--- src/rtl/rmd_pkg.sv ---
// Shared types and constants for the record marking deframer.
package rmd_pkg;

   // Field widths
   localparam int BYTE_W = 8;
   localparam int LEN_W  = 31;
   localparam int ID_W   = 32;

   // Marker layout and framing limits
   localparam int            LAST_BIT         = 31;
   localparam logic [LEN_W-1:0] MARKER_BYTES  = 31'd4;
   localparam logic [LEN_W-1:0] ID_BYTES      = 31'd4;
   localparam logic [LEN_W-1:0] MIN_FRAG_LEN  = 31'd4;
   localparam logic [LEN_W-1:0] FIRST_OFFSET  = 31'd4;
   localparam logic [LEN_W-1:0] BUF_RESET     = 31'd65536;

   // Classification of each consumed byte
   typedef enum logic [2:0] {
      KIND_MARKER  = 3'd0,
      KIND_ID      = 3'd1,
      KIND_PAYLOAD = 3'd2,
      KIND_DISCARD = 3'd3,
      KIND_HALTED  = 3'd4
   } kind_type;

   // One result item
   typedef struct packed {
      logic [BYTE_W-1:0] out_byte;
      kind_type          byte_kind;
      logic [LEN_W-1:0]  reply_offset;
      logic [ID_W-1:0]   reply_id;
      logic              reply_done;
      logic [LEN_W-1:0]  reply_length;
      logic              frame_error;
   } result_type;

endpackage

--- src/rtl/rpc_record_marking_deframer.sv ---
// Top level of the RPC record marking deframer.
//
//   channel  direction  handshake            payload
//   req_     in         req_valid/req_ready  byte_value
//   rsp_     out        rsp_valid/rsp_ready  out_byte, byte_kind, reply_offset,
//                                            reply_id, reply_done, reply_length,
//                                            frame_error
//   csr_     in         csr_valid/csr_ready  reply_buffer_bytes
//
// One byte per clock sustained while the response side is not stalled; a request
// passes the input register, the decode logic and the result register in turn.
// Reset is synchronous and active high; the buffer size returns to 65536.
// A stalled response holds the result register and the byte behind it;
// req_ready is high while the input register is empty or its byte moves on.
module rpc_record_marking_deframer (
   input  logic                       clock,
   input  logic                       reset,
   input  logic                       req_valid,
   output logic                       req_ready,
   input  logic [rmd_pkg::BYTE_W-1:0] req_byte_value,
   output logic                       rsp_valid,
   input  logic                       rsp_ready,
   output logic [rmd_pkg::BYTE_W-1:0] rsp_out_byte,
   output logic [2:0]                 rsp_byte_kind,
   output logic [rmd_pkg::LEN_W-1:0]  rsp_reply_offset,
   output logic [rmd_pkg::ID_W-1:0]   rsp_reply_id,
   output logic                       rsp_reply_done,
   output logic [rmd_pkg::LEN_W-1:0]  rsp_reply_length,
   output logic                       rsp_frame_error,
   input  logic                       csr_valid,
   output logic                       csr_ready,
   input  logic [rmd_pkg::LEN_W-1:0]  csr_reply_buffer_bytes
);

   logic                       item_valid;
   logic [rmd_pkg::BYTE_W-1:0] item_byte;
   logic                       out_free;
   logic                       fire;
   rmd_pkg::result_type        result;
   rmd_pkg::result_type        rsp_item;

   // A byte moves through decode when held and the result slot is free
   assign fire = item_valid && out_free;

   rmd_in_reg u_in_reg (
      .clock          (clock),
      .reset          (reset),
      .req_valid      (req_valid),
      .req_ready      (req_ready),
      .req_byte_value (req_byte_value),
      .take           (fire),
      .item_valid     (item_valid),
      .item_byte      (item_byte)
   );

   rmd_core u_core (
      .clock                  (clock),
      .reset                  (reset),
      .csr_valid              (csr_valid),
      .csr_ready              (csr_ready),
      .csr_reply_buffer_bytes (csr_reply_buffer_bytes),
      .fire                   (fire),
      .item_byte              (item_byte),
      .result                 (result)
   );

   rmd_out_reg u_out_reg (
      .clock     (clock),
      .reset     (reset),
      .fire      (fire),
      .result    (result),
      .out_free  (out_free),
      .rsp_valid (rsp_valid),
      .rsp_ready (rsp_ready),
      .rsp_item  (rsp_item)
   );

   // Unpack the result onto the response ports
   assign rsp_out_byte     = rsp_item.out_byte;
   assign rsp_byte_kind    = rsp_item.byte_kind;
   assign rsp_reply_offset = rsp_item.reply_offset;
   assign rsp_reply_id     = rsp_item.reply_id;
   assign rsp_reply_done   = rsp_item.reply_done;
   assign rsp_reply_length = rsp_item.reply_length;
   assign rsp_frame_error  = rsp_item.frame_error;

endmodule

--- src/rtl/rmd_in_reg.sv ---
// Input register stage: holds one request byte until the core takes it.
module rmd_in_reg (
   input  logic                      clock,
   input  logic                      reset,
   input  logic                      req_valid,
   output logic                      req_ready,
   input  logic [rmd_pkg::BYTE_W-1:0] req_byte_value,
   input  logic                      take,
   output logic                      item_valid,
   output logic [rmd_pkg::BYTE_W-1:0] item_byte
);

   logic                       valid_ff, valid_in;
   logic [rmd_pkg::BYTE_W-1:0] byte_ff, byte_in;
   logic                       load;

   // Accept when empty or when the held byte moves on this cycle
   assign req_ready = !valid_ff || take;
   assign load      = req_valid && req_ready;

   always_comb begin
      valid_in = load || (valid_ff && !take);
      byte_in  = load ? req_byte_value : byte_ff;
   end

   always_ff @(posedge clock) begin
      if (reset) begin
         valid_ff <= 1'b0;
      end else begin
         valid_ff <= valid_in;
      end
      byte_ff <= byte_in;
   end

   assign item_valid = valid_ff;
   assign item_byte  = byte_ff;

endmodule

--- src/rtl/rmd_core.sv ---
// Deframer state and per-byte decode: marker, id, payload, discard, halt.
module rmd_core (
   input  logic                       clock,
   input  logic                       reset,
   input  logic                       csr_valid,
   output logic                       csr_ready,
   input  logic [rmd_pkg::LEN_W-1:0]  csr_reply_buffer_bytes,
   input  logic                       fire,
   input  logic [rmd_pkg::BYTE_W-1:0] item_byte,
   output rmd_pkg::result_type        result
);

   logic                       want_marker_ff, want_marker_in;
   logic                       want_id_ff, want_id_in;
   logic                       copying_ff, copying_in;
   logic                       last_ff, last_in;
   logic                       halted_ff, halted_in;
   logic [rmd_pkg::LEN_W-1:0]  pos_ff, pos_in;
   logic [rmd_pkg::LEN_W-1:0]  len_ff, len_in;
   logic [rmd_pkg::ID_W-1:0]   shift_ff, shift_in;
   logic [rmd_pkg::ID_W-1:0]   tid_ff, tid_in;
   logic [rmd_pkg::LEN_W-1:0]  copied_ff, copied_in;
   logic [rmd_pkg::LEN_W-1:0]  buf_ff;
   logic [rmd_pkg::LEN_W-1:0]  pos_inc;
   logic [rmd_pkg::LEN_W-1:0]  copied_inc;
   logic                       end_check;

   assign csr_ready  = 1'b1;
   assign pos_inc    = pos_ff + 31'd1;
   assign copied_inc = copied_ff + 31'd1;

   // Per-byte decode and next state
   always_comb begin
      want_marker_in = want_marker_ff;
      want_id_in     = want_id_ff;
      copying_in     = copying_ff;
      last_in        = last_ff;
      halted_in      = halted_ff;
      pos_in         = pos_ff;
      len_in         = len_ff;
      shift_in       = shift_ff;
      tid_in         = tid_ff;
      copied_in      = copied_ff;
      end_check      = 1'b0;

      result.out_byte     = item_byte;
      result.byte_kind    = rmd_pkg::KIND_DISCARD;
      result.reply_offset = '0;
      result.reply_done   = 1'b0;
      result.reply_length = '0;
      result.frame_error  = 1'b0;

      if (halted_ff) begin
         result.byte_kind = rmd_pkg::KIND_HALTED;
      end else if (want_marker_ff) begin
         result.byte_kind = rmd_pkg::KIND_MARKER;
         shift_in = {shift_ff[rmd_pkg::ID_W-rmd_pkg::BYTE_W-1:0], item_byte};
         pos_in   = pos_inc;
         if (pos_inc >= rmd_pkg::MARKER_BYTES) begin
            len_in         = shift_in[rmd_pkg::LEN_W-1:0];
            last_in        = shift_in[rmd_pkg::LAST_BIT];
            want_marker_in = 1'b0;
            pos_in         = '0;
            if (shift_in[rmd_pkg::LEN_W-1:0] < rmd_pkg::MIN_FRAG_LEN) begin
               result.frame_error = 1'b1;
               halted_in          = 1'b1;
            end
         end
      end else if (want_id_ff) begin
         result.byte_kind = rmd_pkg::KIND_ID;
         tid_in = {tid_ff[rmd_pkg::ID_W-rmd_pkg::BYTE_W-1:0], item_byte};
         pos_in = pos_inc;
         if (pos_inc >= rmd_pkg::ID_BYTES) begin
            want_id_in = 1'b0;
            copying_in = 1'b1;
            copied_in  = rmd_pkg::FIRST_OFFSET;
            end_check  = 1'b1;
         end
      end else if (copying_ff) begin
         if (copied_ff >= buf_ff) begin
            // buffer already full: drop and complete
            result.byte_kind    = rmd_pkg::KIND_DISCARD;
            copying_in          = 1'b0;
            result.reply_done   = 1'b1;
            result.reply_length = copied_ff;
         end else begin
            result.byte_kind    = rmd_pkg::KIND_PAYLOAD;
            result.reply_offset = copied_ff;
            copied_in           = copied_inc;
            if (copied_inc >= buf_ff || (pos_inc == len_ff && last_ff)) begin
               copying_in          = 1'b0;
               result.reply_done   = 1'b1;
               result.reply_length = copied_inc;
            end
         end
         pos_in    = pos_inc;
         end_check = 1'b1;
      end else begin
         pos_in    = pos_inc;
         end_check = 1'b1;
      end

      // End of fragment: next byte is a marker; last one closes the record
      if (end_check && pos_in == len_ff) begin
         want_marker_in = 1'b1;
         pos_in         = '0;
         if (last_ff) begin
            copying_in = 1'b0;
            want_id_in = 1'b1;
            copied_in  = '0;
         end
      end

      result.reply_id = tid_in;
   end

   // State registers, updated once per byte
   always_ff @(posedge clock) begin
      if (reset) begin
         want_marker_ff <= 1'b1;
         want_id_ff     <= 1'b1;
         copying_ff     <= 1'b0;
         last_ff        <= 1'b0;
         halted_ff      <= 1'b0;
         pos_ff         <= '0;
         len_ff         <= '0;
         shift_ff       <= '0;
         tid_ff         <= '0;
         copied_ff      <= '0;
      end else if (fire) begin
         want_marker_ff <= want_marker_in;
         want_id_ff     <= want_id_in;
         copying_ff     <= copying_in;
         last_ff        <= last_in;
         halted_ff      <= halted_in;
         pos_ff         <= pos_in;
         len_ff         <= len_in;
         shift_ff       <= shift_in;
         tid_ff         <= tid_in;
         copied_ff      <= copied_in;
      end
   end

   // Buffer size register
   always_ff @(posedge clock) begin
      if (reset) begin
         buf_ff <= rmd_pkg::BUF_RESET;
      end else if (csr_valid && csr_ready) begin
         buf_ff <= csr_reply_buffer_bytes;
      end
   end

`ifndef ASSERT_OFF
   a_halt_sticks: assert property (@(posedge clock) disable iff (reset)
      halted_ff |=> halted_ff)
      else $error("halt state cleared without reset");

   a_error_halts: assert property (@(posedge clock) disable iff (reset)
      (fire && result.frame_error) |=> halted_ff)
      else $error("frame error did not halt the deframer");

   a_marker_pos: assert property (@(posedge clock) disable iff (reset)
      (want_marker_ff && !halted_ff) |-> (pos_ff < rmd_pkg::MARKER_BYTES))
      else $error("marker byte count out of range");

   a_frag_pos: assert property (@(posedge clock) disable iff (reset)
      (!want_marker_ff && !halted_ff) |-> (pos_ff < len_ff))
      else $error("fragment position passed fragment length");

   a_copy_after_id: assert property (@(posedge clock) disable iff (reset)
      copying_ff |-> !want_id_ff)
      else $error("copying while transaction id still expected");
`endif

endmodule

--- src/rtl/rmd_out_reg.sv ---
// Result register: holds one result until the response side takes it.
module rmd_out_reg (
   input  logic                clock,
   input  logic                reset,
   input  logic                fire,
   input  rmd_pkg::result_type result,
   output logic                out_free,
   output logic                rsp_valid,
   input  logic                rsp_ready,
   output rmd_pkg::result_type rsp_item
);

   logic                valid_ff, valid_in;
   rmd_pkg::result_type item_ff, item_in;

   // Free when empty or when the held result leaves this cycle
   assign out_free = !valid_ff || rsp_ready;

   always_comb begin
      valid_in = fire || (valid_ff && !rsp_ready);
      item_in  = fire ? result : item_ff;
   end

   always_ff @(posedge clock) begin
      if (reset) begin
         valid_ff <= 1'b0;
      end else begin
         valid_ff <= valid_in;
      end
      item_ff <= item_in;
   end

   assign rsp_valid = valid_ff;
   assign rsp_item  = item_ff;

endmodule

--- config.mk ---
export PLATFORM = sky130hd
export DESIGN_NAME = rpc_record_marking_deframer
export DESIGN_NICKNAME = d
export VERILOG_FILES = /design/src/rtl/rmd_pkg.sv /design/src/rtl/rpc_record_marking_deframer.sv /design/src/rtl/rmd_in_reg.sv /design/src/rtl/rmd_core.sv /design/src/rtl/rmd_out_reg.sv
export SDC_FILE = /design/constraint.sdc
export NUM_CORES = 1
export LEC_CHECK = 0
export ABC_AREA = 1
export ABC_CLOCK_PERIOD_IN_PS = 5580
export BUFFER_PORTS_ARGS = -buffer_cell sky130_fd_sc_hd__buf_2
export CORE_MARGIN = 1
export CORE_UTILIZATION = 60
export DETAILED_ROUTE_END_ITERATION = 6
export PLACE_DENSITY_LB_ADDON = 0.08
export SYNTH_ARGS = -nofsm -noshare
export SYNTH_HDL_FRONTEND = slang
export SYNTH_SLANG_ARGS = --single-unit
--- constraint.sdc ---
create_clock -name clock -period 5.58 [get_ports clock]
set_input_delay 1.116 -clock clock [delete_from_list [all_inputs] [get_ports clock]]
set_output_delay 1.116 -clock clock [all_outputs]
set_load 0.03 [all_outputs]
* Word-level counts from Yosys, hierarchy flattened
Index checks and enable logic that the tools add are counted.
Operators by class: add/subtract/negate cells 2, order comparisons 4, equality and inequality tests 3, multiplexer cells 48, bitwise logic cells 2, reduce and logical (&&, ||, !) cells 22
Operator list (number):
- 31-bit two-way mux | 13
- 32-bit two-way mux | 5
- 31-bit by 1-bit adder with 31-bit output, second input constant | 2
- 31-bit == test | 2
- 31-bit >= comparator | 2
- 34-bit two-way mux | 1
- 31-bit by 3-bit >= comparator with 1-bit output, second input constant | 1
- 31-bit by 3-bit less-than comparator with 1-bit output, second input constant | 1
- 1-bit two-way mux | 27
- 1-bit logical AND | 6
- 3-bit two-way mux | 2
- 1-bit logical OR | 5
- 5-bit OR reduction | 1
- 1-bit logical NOT | 4
- 4-bit AND reduction | 1
- 4-bit OR reduction | 1
- 3-bit AND reduction | 1
- 3-bit OR reduction | 1
- 2-bit != test, second input constant | 1
- 1-bit NOT | 2
- 2-bit AND reduction | 1
- 2-bit OR reduction | 1
Storage, ports and cells: bits in registers 302, bits of input ports 44, output and inout bits 110, logic and storage cells 104

* Longest topological paths before layout
word-level depth 12, mapped depth 25, gate-level depth less buffers 24

* Hierarchy
From an unflattened synthesis, not the netlist that was laid out.
Unflattened totals: cell total of the unflattened synthesis 2196, area, all modules 16589.7 sq um
By module, submodules not included:
- rmd_core | times used 1, cells each 2068, area an instance 13038.8 sq um
- rmd_out_reg | times used 1, cells each 112, area an instance 3255.6 sq um
- rmd_in_reg | times used 1, cells each 14, area an instance 287.8 sq um
- rpc_record_marking_deframer | times used 1, cells each 2, area an instance 7.5 sq um

* Worst setup path after synthesis
Ideal clock, no wire load.
path kind input port to flip-flop, from in rsp_ready, to reg u_out_reg.item_ff (netlist bit u_out_reg.rsp_item[0]), enable pin, library setup time 0.513 ns, data arrival time 4.585 ns, setup slack 0.482 ns, stages 5, cells stage by stage inv_1 -> nand2_1 -> nand2_1 -> inv_1 -> buf_1
Between the ends: longest elaborated chain between the ends 2
RTL lines:
- start, declared | RTL line rpc_record_marking_deframer.sv:22 | input logic rsp_ready,
- 1-bit logical OR | RTL line rmd_out_reg.sv:17 | assign out_free = !valid_ff || rsp_ready;
- 1-bit logical AND | RTL line rpc_record_marking_deframer.sv:43 | assign fire = item_valid && out_free;
- named net fire | RTL line rpc_record_marking_deframer.sv:38 | logic fire;
- end signal, assigned | RTL line rmd_out_reg.sv:30 | item_ff <= item_in;
- end, declared | RTL line rmd_out_reg.sv:14 | rmd_pkg::result_type item_ff, item_in;
The timed path passes the listed nets, and every way through them passes these cells. A chain may end at the register's enable or synchronous reset.

* Final worst setup path
from reg u_core.copied_ff[0] (netlist bit), to reg u_out_reg.item_ff (netlist bit u_out_reg.rsp_item[7]), data pin
Between the ends: longest elaborated chain between the ends 5, elaborated cells between the ends (all ways) 6, those cells by class add/sub: 1; order compare: 2; mux: 2; reduce/logical: 1
RTL lines:
- start, declared | RTL line rmd_core.sv:22 | logic [rmd_pkg::LEN_W-1:0] copied_ff, copied_in;
- start signal, assigned | RTL line rmd_core.sv:140 | copied_ff <= copied_in;
- 31-bit by 1-bit adder with 31-bit output | RTL line rmd_core.sv:30 | assign copied_inc = copied_ff + 31'd1;
- 31-bit >= comparator | RTL line rmd_core.sv:90 | if (copied_inc >= buf_ff || (pos_inc == len_ff && last_ff)) begin
- 1-bit logical OR | RTL line rmd_core.sv:90
- 32-bit two-way mux | RTL line rmd_core.sv:90
- 32-bit two-way mux (*) | RTL line rmd_core.sv:80 | if (copied_ff >= buf_ff) begin
Mark *: on every way between the ends. The rest lies on a longest branch, timed or not.

==> impl_results.md <==
- Status: complete, no violations
- Setup WS pre-CTS: 0.734 ns
- Ports: 154
- Global-route wire length before repair: 73.0 mm
- Crit path DAT: 5.24 ns
- Largest stage delay on the critical path: 0.47 ns
- Vias/cell: 5.75
- Starting Density: 60.9%
- Leak: 7.34 nW
- # hold bufs at CTS: 0
- Distinct cells, synth: 47
- Total Nets Final: 2386
- Clk Latency, worst-skew pair: 0.52 ns
- Netlist Area Pre-Place: 0.0164 mm2
- Final setup TNS: 0 ns
- CTS tree: yes
- Main area contributors after synthesis: dfxtp_1 23%, edfxtp_1 21%, nand2_1 11%, a21oi_1 8.2%, o21ai_0 6.9%
- Core area: 0.0269 mm2
- Min-delay src: u_core.shift_ff[23]$_SDFFE_PP0P_
- Post-CTS sizing: 0
- Placement Rows: 60
- Non-Filler Instances: 2645
- Routed WL per cell: 17.5 um
- PwrDens: 267 mW/mm2
- Mapped Nets: 2280
- Post-detailed-routing wire length: 46.2 mm
- Die Area: 0.0280 mm2
- Grt ovf: 0
- Drt drc: 0
- Maxcap violations: 0
- Crit-path cells: ha_1, nand3_1, nor2_1, nand4_1, nor2_1, buf_4, inv_1, nor4_1, nand4_1, nor2_1, xor2_1, inv_1, ha_1, nand2_1, nor4_1, a31oi_1, o221ai_1, nand2_1, nand2_1, nor2_1, nand2_1, buf_4, a21oi_1, a211oi_1
- Antenna Cells: 0
- Vias in the first global route: 14015
- Area Growth Syn to Fin: 12.0%
- Average size of a mapped cell: 7.54 um2
- # port buffers: 152
- Initial drt markers: 1446
- Ys Warns: 0
- Hold path depth: 2
- Root Buffer: clkbuf_16
- Pre-antenna DRT Iters: 6
- Utilization after layout: 68.2%
- Die height: 167 um
- RSZ-0062 raised after global routing: no
- Power Total: 4.89 mW
- Reg2reg setup slack: 0.59 ns
- Least-Margin Pin Slew: 0.995 ns
- Post-CTS Setup Bufs: 0
- Largest net degree at the start of global routing: 72
- Synth area leader: dfxtp_1
- Share of cells above drive strength 1: 11.5%
- CP max-delay cell: nor4_1
- H-Tree Depth: 2
- Kind of critical path: register to register
- Fmax: 200 MHz
- Placed Cells: 2583
- Die Width: 167 um
- DP HPWL: 32.4 mm
- Routed Antenna Nets: 0
- Initial antenna violation count: 0
- Hold path endpoint: u_core.shift_ff[23]$_SDFFE_PP0P_
- CP startpoint kind: register
- Routed via count: 15206
- EDFF count, synth: 115
- Clock-pin slew on the worst setup and hold paths: 0.06 ns
- Reg2Reg Launch Point: u_core.copied_ff[0]$_SDFFE_PP0P_
- Total track usage: 32.6%
- Final hold violations: 0
- # setup viols final: 0
- Min Tclk post-route: 4.99 ns
- Fin worst setup slack: 0.587 ns
- Worst R2R End: u_out_reg.rsp_item[7]$_SDFFCE_PP0P_
- Period Utilization, post-route: 89.5%
- Post-Synthesis Cells: 2172
- Clock Sink Count: 302
- Worst Skew: 0.0163 ns
- Synthesized flop and latch total: 302
- Crit end category: register
- Top cell type's share of synthesized area: 22.9%
- CP max FO: 11
- Min-delay worst type: register to register
- R2R depth: 24
- Slew margin rel.: 33.6%
- Required @ worst endpoint: 5.83 ns
- Max-slew violations: 0
- Clock Path Buffers: 3
- Routability Congestion: 0.958
- Sequential-to-total area share from yosys stat: 44.0%
- TritonCTS Buffers: 34
- VDD IR max: 0.276 mV
- Ys flop type: dfxtp_1
- Ys async rst share: 0%
-- where the power goes --
group	internal [mW]	switching (mW)
clock	1.21	0.902
sequential	2.37	0.0346
combinational	0.0995	0.278
total	3.67	1.21
-- registers in the layout, indices dropped and copies added (netlist names), 8 cells and up --
name / flops
u_core.len_ff: 31
u_core.buf_ff: 31
u_in_reg.item_byte: 8
u_core.shift_ff: 24
u_core.tid_ff: 32
u_out_reg.rsp_item: 107
u_core.copied_ff: 31
u_core.pos_ff: 31
-- synthesized netlist by cell type (7+ instances only) --
master    count
a211oi_1     28
a21oi_1     269
buf_1         7
clkbuf_1     83
dfxtp_1     187
edfxtp_1    115
ha_1         64
inv_1       264
nand2_1     492
nand2_2      10
nand3_1      45
nand4_1      26
nor2_1      170
nor2_2       12
nor3_1       19
nor4_1       16
o211ai_1      8
o21ai_0     227
o22ai_1       8
xor2_1       52
-- cell type report --
class                      instances  area (um2)
timing repair buffer             174         928
clock buffer                      45         912
clock inverter                    17         128
tap                              341         427
sequential                       302        7200
inverter                         268        1010
multi-input combinational       1498        7730
fill                            2287        8540
-- through the flow --
step | area [um2] | hold WS, ns
floorplan | 16400 | 0.438
global route | 18300 | 0.501
CTS | 18300 | 0.471
detailed placement | 17300 | 0.462
global placement | 17300 | 0.457
finish | 18300 | 0.468
-- cell usage in the layout (no fill, tap or decap), drive strengths merged --
cell type | netlist | final
inv | 267 | 269
xor2 | 52 | 52
xnor2 | 1 | 1
nand4 | 27 | 27
nor3 | 21 | 21
nor4 | 16 | 16
o22ai | 8 | 8
dfxtp | 187 | 187
o221ai | 2 | 2
a221oi | 1 | 1
nor3b | 2 | 2
a31oi | 1 | 1
o211ai | 9 | 9
a21oi | 269 | 269
clkinv | 1 | 14
nand3 | 48 | 48
conb | 1 | 1
nor2 | 186 | 186
clkbuf | 83 | 45
bufinv | 0 | 1
buf | 21 | 174
ha | 64 | 64
o21a | 1 | 1
edfxtp | 115 | 115
o2111ai | 5 | 5
o21ai | 233 | 233
a211oi | 28 | 28
clkinvlp | 0 | 1
a22oi | 5 | 5
nand2 | 503 | 503
o32ai | 3 | 3
nand3b | 6 | 6
o21bai | 6 | 6
-- kinds of logic after synthesis --
group | count (synthesis) | synth area share (%)
xor+xnor | 53 | 2.84
buf+inv | 372 | 8.91
other cells | 1 | 0.0229
flops | 302 | 44.0
compound gates | 571 | 18.6
fa+ha+maj | 64 | 4.89
simple gates | 809 | 20.8
-- per-layer routing --
metal	up-vias	track usage [%]	routed length (um)
met5	-	0	0
met4	0	13.4	1820
met3	130	4.35	3020
met2	604	57.2	22500
met1	7031	40.5	18900
li1	7441	-	-
-- worst max-delay path, delay by kind of cell (launching register included) --
kind,cells,cell delay [ns]
flip-flops,1,0.43
AO/OA/AOI/OAI,4,0.53
AND/OR/NAND/NOR,13,2.37
buffers and inverters,4,0.62
XOR/XNOR,1,0.24
adder cells (fa/ha/maj),2,0.53
-- worst max path at each step --
stage | from | to | slack, ns | depth (start not counted)
after detailed placement | u_core.copied_ff[1]$_SDFFE_PP0P_ | u_out_reg.rsp_item[7]$_SDFFCE_PP0P_ | 0.73 | 24
after floorplan | rsp_ready | u_out_reg.rsp_item[0]$_SDFFCE_PP0P_ | 0.48 | 5
after CTS | u_core.copied_ff[0]$_SDFFE_PP0P_ | u_out_reg.rsp_item[14]$_SDFFCE_PP0P_ | 0.69 | 24
after global routing | u_core.copied_ff[0]$_SDFFE_PP0P_ | u_out_reg.rsp_item[13]$_SDFFCE_PP0P_ | 0.1 | 24
final | u_core.copied_ff[0]$_SDFFE_PP0P_ | u_out_reg.rsp_item[7]$_SDFFCE_PP0P_ | 0.59 | 24
after global placement | u_core.copied_ff[0]$_SDFFE_PP0P_ | u_out_reg.rsp_item[6]$_SDFFCE_PP0P_ | 0.80 | 24
Power figures use the tool's default switching activity.
